File: config.mk
export PLATFORM = sky130hd
export DESIGN_NAME = motion_deadband_tracker_top
export DESIGN_NICKNAME = d
export VERILOG_FILES = /design/src/mdt_pkg.sv /design/src/mdt_ctrl.sv /design/src/mdt_dp.sv /design/src/motion_deadband_tracker_top.sv
export VERILOG_INCLUDE_DIRS = /design/src /design/src/src
export SDC_FILE = /design/constraint.sdc
export NUM_CORES = 2
export LEC_CHECK = 0
export ABC_AREA = 1
export BUFFER_PORTS_ARGS = -buffer_cell sky130_fd_sc_hd__buf_2
export CAP_MARGIN = 25
export CELL_PAD_IN_SITES_DETAIL_PLACEMENT = 0
export CELL_PAD_IN_SITES_GLOBAL_PLACEMENT = 1
export CORE_ASPECT_RATIO = 0.9
export CORE_MARGIN = 2
export CORE_UTILIZATION = 28
export DETAILED_ROUTE_END_ITERATION = 7
export GPL_ROUTABILITY_DRIVEN = 0
export GPL_TIMING_DRIVEN = 0
export PLACE_DENSITY_LB_ADDON = 0.1
export SLEW_MARGIN = 15
export SYNTH_ARGS = -nofsm -noshare
export SYNTH_HDL_FRONTEND = slang
export SYNTH_SLANG_ARGS = --single-unit
File: constraint.sdc
create_clock -name clk_i -period 14.2 [get_ports clk_i]
set_clock_uncertainty 0.05 [all_clocks]
set_input_delay 0.71 -clock clk_i [delete_from_list [all_inputs] [get_ports clk_i]]
set_output_delay 0.71 -clock clk_i [all_outputs]
set_load 0.02 [all_outputs]
File: src/assert_macros.svh
// Assertion macros used by the RTL controller (mdt_ctrl).
`ifndef ASSERT_MACROS_SVH
`define ASSERT_MACROS_SVH
// Implication checked at every clock edge outside reset.
`define ASSERT_IMPL(label, clk, rst_n, ante, cons) \
  label: assert property (@(posedge clk) disable iff (!rst_n) (ante) |-> (cons)) \
    else $error("assertion failed");
// Next-cycle implication.
`define ASSERT_NEXT(label, clk, rst_n, ante, cons) \
  label: assert property (@(posedge clk) disable iff (!rst_n) (ante) |=> (cons)) \
    else $error("assertion failed");
`endif

File: src/mdt_pkg.sv
// Package: shared types and constants of the motion deadband tracker.
`timescale 1ns / 1ps
package mdt_pkg;
  localparam int unsigned CoordW = 32;
  localparam int unsigned SqW    = 66;   // sum of three 33-bit squares
  localparam int unsigned RootW  = 34;
  localparam logic [31:0] DeadbandReset = 32'd655;

  typedef enum logic [1:0] {
    SelStep = 2'd0,
    SelRadNew = 2'd1,
    SelRadOld = 2'd2
  } dist_sel_e;

  // controller to datapath
  typedef struct packed {
    logic      load;       // capture input item
    logic      sq_start;   // begin accumulating sum of squares
    logic [1:0] axis;      // axis whose square is added
    logic      sq_add;     // add one square
    dist_sel_e sel;        // operand pair for distance
    logic      rt_start;   // begin root
    logic      rt_step;    // one root bit
    logic      save;       // save root to result slot sel
    logic      finish;     // form result, update state
  } mdt_cmd_t;

  typedef struct packed {
    logic rebase;
    logic rt_last;
  } mdt_sts_t;
endpackage

File: src/mdt_ctrl.sv
// Controller: sequences squares, roots and the final update for one item.
`timescale 1ns / 1ps
`include "assert_macros.svh"
module mdt_ctrl (
  input  logic              clk_i,
  input  logic              rst_ni,
  input  logic              in_valid,
  output logic              in_ready,
  output logic              out_valid,
  input  logic              out_ready,
  output mdt_pkg::mdt_cmd_t cmd_o,
  input  mdt_pkg::mdt_sts_t sts_i
);
  import mdt_pkg::*;

  typedef enum logic [2:0] {
    StIdle, StSq, StRoot, StFin, StOut
  } state_e;

  state_e    state_q;
  logic [1:0] axis_q;
  dist_sel_e sel_q;
  logic      out_valid_q;

  assign in_ready  = (state_q == StIdle);
  assign out_valid = out_valid_q;

  always_comb begin
    cmd_o = '0;
    cmd_o.sel = sel_q;
    cmd_o.axis = axis_q;
    unique case (state_q)
      StIdle: begin
        cmd_o.load = in_valid;
      end
      StSq: begin
        cmd_o.sq_add = 1'b1;
        cmd_o.sq_start = (axis_q == 2'd0);
        cmd_o.rt_start = (axis_q == 2'd2);
      end
      StRoot: begin
        cmd_o.rt_step = 1'b1;
        cmd_o.save = sts_i.rt_last;
      end
      StFin: begin
        cmd_o.finish = 1'b1;
      end
      StOut: ;
      default: ;
    endcase
  end

  always_ff @(posedge clk_i or negedge rst_ni) begin
    if (!rst_ni) begin
      state_q <= StIdle;
      axis_q <= 2'd0;
      sel_q <= SelStep;
      out_valid_q <= 1'b0;
    end else begin
      unique case (state_q)
        StIdle: begin
          if (in_valid) begin
            state_q <= StSq;
            axis_q <= 2'd0;
            sel_q <= SelStep;
          end
        end
        StSq: begin
          if (sts_i.rebase) begin
            state_q <= StFin;
          end else if (axis_q == 2'd2) begin
            axis_q <= 2'd0;
            state_q <= StRoot;
          end else begin
            axis_q <= axis_q + 2'd1;
          end
        end
        StRoot: begin
          if (sts_i.rt_last) begin
            if (sel_q == SelRadOld) begin
              state_q <= StFin;
            end else begin
              sel_q <= (sel_q == SelStep) ? SelRadNew : SelRadOld;
              state_q <= StSq;
            end
          end
        end
        StFin: begin
          state_q <= StOut;
          out_valid_q <= 1'b1;
        end
        StOut: begin
          if (out_ready) begin
            out_valid_q <= 1'b0;
            state_q <= StIdle;
          end
        end
        default: state_q <= StIdle;
      endcase
    end
  end

  `ASSERT_IMPL(a_ready_no_out, clk_i, rst_ni, in_ready, !out_valid)
  `ASSERT_NEXT(a_fin_out, clk_i, rst_ni, cmd_o.finish, out_valid)
  `ASSERT_IMPL(a_save_root, clk_i, rst_ni, cmd_o.save, state_q == StRoot)
endmodule

File: src/mdt_dp.sv
// Datapath: held state, square accumulator, bit-serial root and results.
`timescale 1ns / 1ps
module mdt_dp (
  input  logic                     clk_i,
  input  logic                     rst_ni,
  input  mdt_pkg::mdt_cmd_t        cmd_i,
  output mdt_pkg::mdt_sts_t        sts_o,
  input  logic                     cfg_we_i,
  input  logic [31:0]              cfg_wdata_i,
  input  logic                     mode_i,
  input  logic signed [31:0]       pos_x_i,
  input  logic signed [31:0]       pos_y_i,
  input  logic signed [31:0]       pos_z_i,
  input  logic [4:0]               rebase_mask_i,
  output logic [33:0]              step_distance_o,
  output logic signed [34:0]       radial_change_o,
  output logic signed [32:0]       delta_x_o,
  output logic signed [32:0]       delta_y_o,
  output logic signed [32:0]       delta_z_o
);
  import mdt_pkg::*;

  logic [31:0] db_q;
  logic mode_q;
  logic [4:0] mask_q;
  logic signed [31:0] p_q [3];
  logic signed [31:0] hs_q [3];
  logic signed [31:0] hr_q [3];
  logic signed [31:0] ref_q [3];
  logic signed [31:0] hx_q, hy_q, hz_q;
  logic [SqW-1:0] acc_q;
  // root: classic remainder method, one bit a cycle
  logic [SqW+1:0] rem_q;
  logic [SqW-1:0] src_q;
  logic [RootW-1:0] root_q;
  logic [5:0] bit_q;
  logic [RootW-1:0] d_step_q, d_rn_q, d_ro_q;
  logic [33:0] so_q;
  logic signed [34:0] ro_q;
  logic signed [32:0] dx_q, dy_q, dz_q;

  // operand difference for the square
  logic signed [31:0] a_op, b_op;
  logic signed [32:0] diff;
  logic [32:0] dmag;
  logic [SqW-1:0] sq;
  always_comb begin
    unique case (cmd_i.sel)
      SelStep:   begin a_op = hs_q[cmd_i.axis];  b_op = p_q[cmd_i.axis]; end
      SelRadNew: begin a_op = p_q[cmd_i.axis];   b_op = ref_q[cmd_i.axis]; end
      default:   begin a_op = hr_q[cmd_i.axis];  b_op = ref_q[cmd_i.axis]; end
    endcase
    diff = 33'(a_op) - 33'(b_op);
    dmag = diff[32] ? 33'(-diff) : 33'(diff);
    sq = SqW'(dmag) * SqW'(dmag);
  end

  logic [SqW-1:0] acc_n;
  assign acc_n = (cmd_i.sq_start ? '0 : acc_q) + sq;

  logic [SqW+1:0] trial, rem_sh;
  assign rem_sh = {rem_q[SqW-1:0], src_q[SqW-1 -: 2]};
  assign trial = (SqW+2)'({root_q[RootW-1:0], 2'b01});

  assign sts_o.rebase = mode_q;
  assign sts_o.rt_last = (bit_q == 6'd0);

  logic signed [34:0] rc;
  logic [34:0] rcmag;
  logic signed [32:0] ex, ey, ez;
  logic [32:0] mx, my, mz;
  always_comb begin
    rc = $signed({1'b0, d_rn_q}) - $signed({1'b0, d_ro_q});
    rcmag = rc[34] ? 35'(-rc) : 35'(rc);
    ex = 33'(p_q[0]) - 33'(hx_q);
    ey = 33'(p_q[1]) - 33'(hy_q);
    ez = 33'(p_q[2]) - 33'(hz_q);
    mx = ex[32] ? 33'(-ex) : 33'(ex);
    my = ey[32] ? 33'(-ey) : 33'(ey);
    mz = ez[32] ? 33'(-ez) : 33'(ez);
  end

  always_ff @(posedge clk_i or negedge rst_ni) begin
    if (!rst_ni) begin
      db_q <= DeadbandReset;
      for (int i = 0; i < 3; i++) begin
        hs_q[i] <= '0; hr_q[i] <= '0; ref_q[i] <= '0;
      end
      hx_q <= '0; hy_q <= '0; hz_q <= '0;
    end else begin
      if (cfg_we_i) db_q <= cfg_wdata_i;
      if (cmd_i.finish) begin
        if (mode_q) begin
          for (int i = 0; i < 3; i++) begin
            if (mask_q[0]) hs_q[i] <= p_q[i];
            if (mask_q[1]) begin ref_q[i] <= p_q[i]; hr_q[i] <= p_q[i]; end
          end
          if (mask_q[2]) hy_q <= p_q[1];
          if (mask_q[3]) hx_q <= p_q[0];
          if (mask_q[4]) hz_q <= p_q[2];
        end else begin
          if ({2'b0, d_step_q} > {4'b0, db_q})
            for (int i = 0; i < 3; i++) hs_q[i] <= p_q[i];
          if (rcmag > {3'b0, db_q})
            for (int i = 0; i < 3; i++) hr_q[i] <= p_q[i];
          if (mx > {1'b0, db_q}) hx_q <= p_q[0];
          if (my > {1'b0, db_q}) hy_q <= p_q[1];
          if (mz > {1'b0, db_q}) hz_q <= p_q[2];
        end
      end
    end
  end

  always_ff @(posedge clk_i) begin
    if (cmd_i.load) begin
      mode_q <= mode_i; mask_q <= rebase_mask_i;
      p_q[0] <= pos_x_i; p_q[1] <= pos_y_i; p_q[2] <= pos_z_i;
    end
    if (cmd_i.sq_add) acc_q <= acc_n;
    if (cmd_i.rt_start) begin
      // one root bit per pair of sum bits
      src_q <= acc_n; rem_q <= '0; root_q <= '0; bit_q <= 6'(SqW / 2 - 1);
    end else if (cmd_i.rt_step) begin
      src_q <= {src_q[SqW-3:0], 2'b00};
      bit_q <= bit_q - 6'd1;
      if (rem_sh >= trial) begin
        rem_q <= rem_sh - trial;
        root_q <= {root_q[RootW-2:0], 1'b1};
      end else begin
        rem_q <= rem_sh;
        root_q <= {root_q[RootW-2:0], 1'b0};
      end
    end
    if (cmd_i.save) begin
      unique case (cmd_i.sel)
        SelStep:   d_step_q <= {root_q[RootW-2:0], (rem_sh >= trial)};
        SelRadNew: d_rn_q   <= {root_q[RootW-2:0], (rem_sh >= trial)};
        default:   d_ro_q   <= {root_q[RootW-2:0], (rem_sh >= trial)};
      endcase
    end
    if (cmd_i.finish) begin
      so_q <= '0; ro_q <= '0; dx_q <= '0; dy_q <= '0; dz_q <= '0;
      if (!mode_q) begin
        if ({2'b0, d_step_q} > {4'b0, db_q}) so_q <= d_step_q;
        if (rcmag > {3'b0, db_q}) ro_q <= rc;
        if (mx > {1'b0, db_q}) dx_q <= ex;
        if (my > {1'b0, db_q}) dy_q <= ey;
        if (mz > {1'b0, db_q}) dz_q <= ez;
      end
    end
  end

  assign step_distance_o = so_q;
  assign radial_change_o = ro_q;
  assign delta_x_o = dx_q;
  assign delta_y_o = dy_q;
  assign delta_z_o = dz_q;
endmodule

File: src/motion_deadband_tracker_top.sv
// Top level of the motion deadband tracker.
`timescale 1ns / 1ps
// Motion deadband tracker.
// Input channel (in_valid/in_ready) takes one item: mode, pos_x/y/z, rebase_mask.
// Output channel (out_valid/out_ready) gives one result item per input item:
// step distance, radial change and x/y/z deltas, each zero inside the deadband and all zero for a rebase item.
// cfg_we_i/cfg_wdata_i write the deadband (unsigned Q16.16), no wait.
// One item at a time: for a sample, out_valid rises after three passes of square
// accumulation over the axes and bit-serial root, then a finish step; a rebase item
// goes from its first square state straight to the finish step. The sample's run
// is set by the one shared bit-serial square root unit, reused for the step, new
// radial and old radial distances; no new item is taken before the result is out.
// in_ready is high only while idle; results stay in registers until taken,
// so a stalled receiver holds the block with the result stable.
// Reset clears held positions, reference point and drops out_valid;
// the deadband returns to 655 (0.01).
module motion_deadband_tracker_top (
  input  logic               clk_i,
  input  logic               rst_ni,
  input  logic               in_valid,
  output logic               in_ready,
  input  logic               mode_i,
  input  logic signed [31:0] pos_x_i,
  input  logic signed [31:0] pos_y_i,
  input  logic signed [31:0] pos_z_i,
  input  logic [4:0]         rebase_mask_i,
  output logic               out_valid,
  input  logic               out_ready,
  output logic [33:0]        step_distance_o,
  output logic signed [34:0] radial_change_o,
  output logic signed [32:0] delta_x_o,
  output logic signed [32:0] delta_y_o,
  output logic signed [32:0] delta_z_o,
  input  logic               cfg_we_i,
  input  logic [31:0]        cfg_wdata_i
);
  import mdt_pkg::*;

  mdt_cmd_t cmd;
  mdt_sts_t sts;

  mdt_ctrl u_ctrl (
    .clk_i, .rst_ni, .in_valid, .in_ready, .out_valid, .out_ready,
    .cmd_o(cmd), .sts_i(sts)
  );

  mdt_dp u_dp (
    .clk_i, .rst_ni, .cmd_i(cmd), .sts_o(sts), .cfg_we_i, .cfg_wdata_i,
    .mode_i, .pos_x_i, .pos_y_i, .pos_z_i, .rebase_mask_i,
    .step_distance_o, .radial_change_o, .delta_x_o, .delta_y_o, .delta_z_o
  );
endmodule

-- After elaboration in Yosys (flattened, before gate mapping)
Memories as Yosys holds them, arrays and structs flattened.
Cells that the tools add are included.
W data, S select, Z words.
- equality and inequality tests: 18
- $mul: 1
- multiplexer cells: 65
- reductions and logical operators: 32
- add/subtract/negate cells: 14
- magnitude comparators: 7
- bitwise operators: 7
- operators with widths (kind ; number):
    $mux W32 ; 22
    $mux W96 ; 4
    $mux W66 ; 4
    $bmux W32 S2 ; 3
    $mux W33 ; 4
    $neg A33 Y33 ; 4
    $sub A32 B32 Y33 ; 4
    $gt A33 B32 Y1 ; 3
    $ge A68 B36 Y1 ; 1
    $add A66 B66 Y66 ; 1
    $mul A33 B33 Y66 ; 1
    $sub A66 B36 Y66 ; 1
    $pmux W32 S2 ; 1
    $gt A35 B32 Y1 ; 1
    $mux W35 ; 1
    $neg A35 Y35 ; 1
    $sub A34 B34 Y35 ; 1
    $gt A34 B32 Y1 ; 1
    $reduce_and A3 Y1 ; 7
    $ne A2 B2 Y1 const B ; 9
    $reduce_bool A2 Y1 ; 9
    $mux W2 ; 8
    $mux W3 ; 5
    $pmux W3 S5 ; 1
    21 further kinds ; 47
- output and inout bits: 170
- input port bits: 139
- flip-flop bits (word level): 938
- logic and storage cells: 177
- RAM bits: 96
- memories: 1
- memory list (memory ; words ; width ; read ports ; clocked after Yosys merged registers in ; wr ports ; RTL line ; source):
    u_dp.p_q ; 3 ; 32 ; 4 ; 0 ; 3 ; mdt_dp.sv:26 ; logic signed [31:0] p_q [3];

-- Depth between registers and ports, before layout
- word-level depth: 11
- gate-level depth with buffers: 65
- depth with buffers taken out: 62

-- Hierarchy
Synthesis repeated with hierarchy kept, for this count alone.
- cell total of the unflattened synthesis: 11762
- area total of the unflattened synthesis: 95411.5 um^2
- by module, submodules not included (module ; cells each ; instances ; sequential area each (um^2) ; area an instance (um^2)):
    mdt_dp ; 11685 ; 1 ; 27674.0 ; 94883.5
    mdt_ctrl ; 77 ; 1 ; 200.2 ; 528.0

-- Least setup slack after synthesis
No wires, ideal clock.
- path kind: register to register
- start point: register u_ctrl.axis_q[1]
- end point: register u_dp.src_q[59] (data pin)
- path buffers: 4
- required time: 13897 ps
- setup slack: 3287 ps
- arrival: 10611 ps
- stages on the path, launching flop included: 56
- library setup time: 253 ps
- clock period less this slack: 10913 ps
- path through: dfrtp_1 clkbuf_1 nor2_1 clkbuf_1 buf_1 a22oi_1 a31oi_1 ha_1 inv_1 fa_1 nand3_1 nand2_1 nand3_1 nand2_1 nand2_1 nand2_1 a21oi_1 xor2_1 [... 20 more ...] fa_1 inv_1 ha_1 a21oi_1 inv_1 nor2_1 nor2_1 nor3_1 inv_1 a31oi_1 nand2_1 a21oi_1 o21ai_0 nand3_1 o211ai_1 xor2_1 nand2_1 nand2_1
- cells in the longest elaborated chain, start to end: 11
- elaborated cells on any way between the ends: 24
- those cells by class: add/sub: 3; mul: 1; eq/ne: 1; mux: 16; bitwise: 1; reduce/logical: 1; memory: 1
- ends and longest elaborated chain (what ; RTL line ; source):
    start: declaration ; mdt_ctrl.sv:21 ; logic [1:0] axis_q;
    start signal: assignment ; mdt_ctrl.sv:75 ; axis_q <= axis_q + 2'd1;
    $not A2 Y3 (implied by the code) ; mdt_dp.sv:49, mdt_dp.sv:50, mdt_dp.sv:51 ;
    $bmux W32 S2, on equally long branches ; mdt_dp.sv:51, mdt_dp.sv:49, mdt_dp.sv:50 ;
    $mux W32, on equally long branches (2 in a row) ; mdt_dp.sv:51, mdt_dp.sv:49, mdt_dp.sv:50 ;
    $pmux W32 S2 / $mux W32 (equally long branches) ; n/a ;
    $sub A32 B32 Y33 ; mdt_dp.sv:53 ; diff = 33'(a_op) - 33'(b_op);
    $neg A33 Y33 ; mdt_dp.sv:54 ; dmag = diff[32] ? 33'(-diff) : 33'(diff);
    $mux W33 ; mdt_dp.sv:54 ;
    $mul A33 B33 Y66 ; mdt_dp.sv:55 ; sq = SqW'(dmag) * SqW'(dmag);
    $add A66 B66 Y66 (*) ; mdt_dp.sv:59 ; assign acc_n = (cmd_i.sq_start ? '0 : acc_q) + sq;
    named net u_dp.acc_n[59] ; mdt_dp.sv:58 ; logic [SqW-1:0] acc_n;
    $mux W66 (*) ; mdt_dp.sv:120 ; if (cmd_i.rt_start) begin
    end signal: assignment ; mdt_dp.sv:124 ; src_q <= {src_q[SqW-3:0], 2'b00};
    end: declaration ; mdt_dp.sv:34 ; logic [SqW-1:0] src_q;
Mark *: on every way through the listed nets, which the timed path passes. The rest lies on a longest branch. The select of a mux whose other input is x is not followed.
A chain may end at the register's enable or synchronous reset.

-- Final worst setup path
- start point: register u_ctrl.axis_q[1]
- end point: register u_dp.src_q[65] (data pin)
Same word-level chain as after synthesis.

==> flow_summary_export.csv <==
group,metric,value,unit
final_layout,layout-drive-gt1-share,0.0782,
global_routing,grt_pass1_vias,81300,
setup_path,cp-end-kind,"flop",
sta,finalMaxSlewViolations,0,
min_path,hold_path_depth,1,
sta,maxSlewHeadroom,0.189,
final_layout,multi_input_area,56300,µm²
yosys,yosys_warnings,0,
final_layout,layout_commonest_cell,"inv_1",
final_layout,nNetsFinal,13700,
yosys,synth_compound_area_frac,0.0795,
clock_tree,clk_root_buffer_cell,"clkbuf_16",
sta,fin_crit,13610,ps
global_routing,grt_max_degree,92,
clock_tree,cts_tree,"yes",
yosys,avgSynthCellArea,8.23,µm²
yosys,synth_mux_area_frac,0.00763,
clock_tree,clockBufferDepth,3,
global_routing,overflow,0,
setup_path,cp_num_buf_inv,12,
final_layout,areaGrowthSynthToFinish,14.0,%
sta,fin_crit_sh,0.959,
routing,wl_per_cell,24.6,µm
yosys,synth-seq-area-share,0.296,
outcome,status,"complete, no violations",
routing,routed_wl,409,mm
final_layout,fill_cells,36100,
routing,drt.antenna.violating_nets,0,
yosys,synthAdderAreaFrac,0.281,
yosys,synth-seq-cells,1034,
setup_path,cp.depth,51,
setup_path,cp_top_family,"adder cells",
yosys,synth_edf_count,504,
yosys,synthCells,11400,
setup_path,required,14660,ps
clock_tree,numCtsBuffers,119,
yosys,ys_types,70,
sta,rsz0062_at_grt,"no",
global_routing,grt_pass1_wl,588,mm
run,drv_cap,0,
sta,holdWs,71.2,ps
routing,drtPass1Iterations,5,
routing,vias,79700,
placement,dp_hpwl,337,mm
yosys,yosys.area.top_type,"fa_1",
yosys,synth_top_family_by_area,"adder cells",
floorplan,die_w,615,µm
global_routing,track_usage,0.238,
yosys,synthXorXnorAreaFrac,0.0315,
final_layout,regArea,27900,µm²
floorplan,die_height,554,µm
yosys,yosys.area_share.simple,0.193,
clock_tree,clk_pin_slew,60,ps
yosys,synth_top_area_frac,0.197,
setup_path,max_stage_delay,660,ps
yosys,syn_area,94200,µm²
yosys,async_flop_share,0.410,
sta,tightest_slew,1220,ps
floorplan,die_area,341000,µm²
setup_path,path_max_fanout,10,
yosys,synthTopCellsByArea,"fa_1, edfxtp_1, dfrtp_1",
yosys,ys.flop_type,"edfxtp_1",
routing,viasPerCell,4.80,
clock_tree,insertion_delay,790,ps
sta,finalHoldViolCount,0,
floorplan,rows,202,
final_layout,final_cell_mix,"inv_1, nand2_1, nor2_1",
floorplan,ioPinCount,309,
setup_path,critical_path_arrival,14070,ps
setup_path,cp_slowest_cell,"fa_1",
clock_tree,htree_levels,3,
routing,drc,0,
floorplan,core_area,336000,µm²
clock_tree,clock_sinks,1034,
global_routing,antenna_found_initial,27,
setup_path,critPathKind,"flop to flop",
floorplan,start_util,0.281,
setup_path,r2r_cells,51,
sta,max_freq,0.0735,GHz
placement,io_buffers,307,
setup_path,critPathLaunchType,"flop",
sta,timing.setup.tns,0,ps
routing,dr.first_iter.drc_count,6964,
sta,finalSetupViolCount,0,
min_path,hold_path_class,"primary input to flop",
## final timing paths
check / startpoint / slack [ps] / to
max: u_ctrl.axis_q[1] / 590 / u_dp.src_q[65]
max reg2reg: u_ctrl.axis_q[1] / 590 / u_dp.src_q[65]
min reg2reg: u_ctrl.out_valid / 420 / u_ctrl.out_valid
min in group asynchronous: rst_ni / 470 / u_dp.hx_q[9]
min: pos_x_i[11] / 70 / u_dp.p_q[0][11]
max in group asynchronous: rst_ni / 12210 / u_ctrl.sel_q[1]
## area by class of cell
| cell class | instances | area share |
|---|---|---|
| antenna | 12 | 0.000280 |
| sequential | 1034 | 0.260 |
| clock inverter | 80 | 0.00683 |
| tap | 4488 | 0.0523 |
| buffer | 347 | 0.0155 |
| timing repair buffer | 414 | 0.0268 |
| multi-input combinational | 7686 | 0.524 |
| clock buffer | 146 | 0.0302 |
| inverter | 2402 | 0.0844 |
## stage by stage
step | setup slack [ps] | area [µm²] | util | std cells
2_1_floorplan | 3290 | 94300 | - | 11500
3_3_place_gp | -3900 | 101000 | 0.302 | 16300
3_5_place_dp | -2210 | 102000 | 0.305 | 16300
4_1_cts | 5.82 | 107000 | 0.319 | 16600
5_1_grt | 10.5 | 107000 | 0.320 | 16600
6_report | 586 | 107000 | 0.320 | 16600
## cells in the mapped netlist, types with 6 or more instances
| cell type | instances |
|---|---|
| dfstp_2 | 6 |
| nand2_2 | 15 |
| edfxtp_1 | 504 |
| a31oi_1 | 47 |
| nand3b_1 | 15 |
| a211oi_1 | 11 |
| nand4_1 | 196 |
| o221ai_1 | 12 |
| or2_2 | 20 |
| nand2_1 | 2344 |
| dfxtp_1 | 106 |
| nand3_1 | 484 |
| o21ai_0 | 479 |
| a21o_1 | 29 |
| buf_2 | 84 |
| a22oi_1 | 84 |
| buf_1 | 32 |
| nor2_2 | 13 |
| o31ai_1 | 13 |
| nand3_2 | 20 |
| nor4_1 | 34 |
| and2_1 | 10 |
| inv_2 | 17 |
| a21oi_1 | 463 |
| o21a_1 | 20 |
| o211ai_1 | 41 |
| dfrtp_1 | 418 |
| o22ai_1 | 66 |
| inv_1 | 2374 |
| o21ai_1 | 7 |
| o21bai_1 | 15 |
| xnor2_1 | 84 |
| fa_1 | 929 |
| clkinv_1 | 11 |
| mux2_2 | 62 |
| a21boi_0 | 9 |
| ha_1 | 626 |
| a221oi_1 | 9 |
| nor2_1 | 1118 |
| clkbuf_1 | 226 |
| xor2_1 | 253 |
| nor3_1 | 88 |
## metal layers
layer | share of wire | wire, µm | vias up | track usage
li1 | - | - | 37100 | -
met1 | 0.46 | 189000 | 40000 | 0.337
met2 | 0.45 | 184000 | 2218 | 0.377
met3 | 0.058 | 23800 | 422 | 0.0350
met4 | 0.030 | 12200 | 6 | 0.0629
met5 | 0.00010 | 41 | - | 0
## registers in the layout, summed over array words and instances (netlist names), 34 cells and up
register,flops
u_dp.rem_q,66
u_dp.src_q,66
u_dp.root_q,34
u_dp.acc_q,66
u_dp.step_distance_o,34
u_dp.d_ro_q,34
u_dp.ref_q,96
u_dp.hr_q,96
u_dp.hs_q,96
u_dp.d_rn_q,34
u_dp.d_step_q,34
u_dp.radial_change_o,35
u_dp.p_q,96
## cell families (layout without fill, tap and decap cells)
group / after synthesis / count (layout)
AND/OR/NAND/NOR: 4379 / 4379
buffers and inverters: 2752 / 3389
adder cells (fa/ha/maj): 1555 / 1555
AO/OA/AOI/OAI: 1325 / 1325
flip-flops: 1034 / 1034
XOR/XNOR: 338 / 338
multiplexers: 64 / 64
other: 2 / 37
## timing repair
item                                    4_1_cts  5_1_grt
endpoints found under the hold margin       126        0
setup buffers                                 6       10
pin swaps                                     2        2
endpoints found under the setup margin       94       64
gates cloned                                  0        0
hold buffers                                 46        0
resized for setup                            75      132
Power is left out: the tool's default activity adds up to more than one toggle a clock period on the data nets, which glitch-free logic cannot reach.
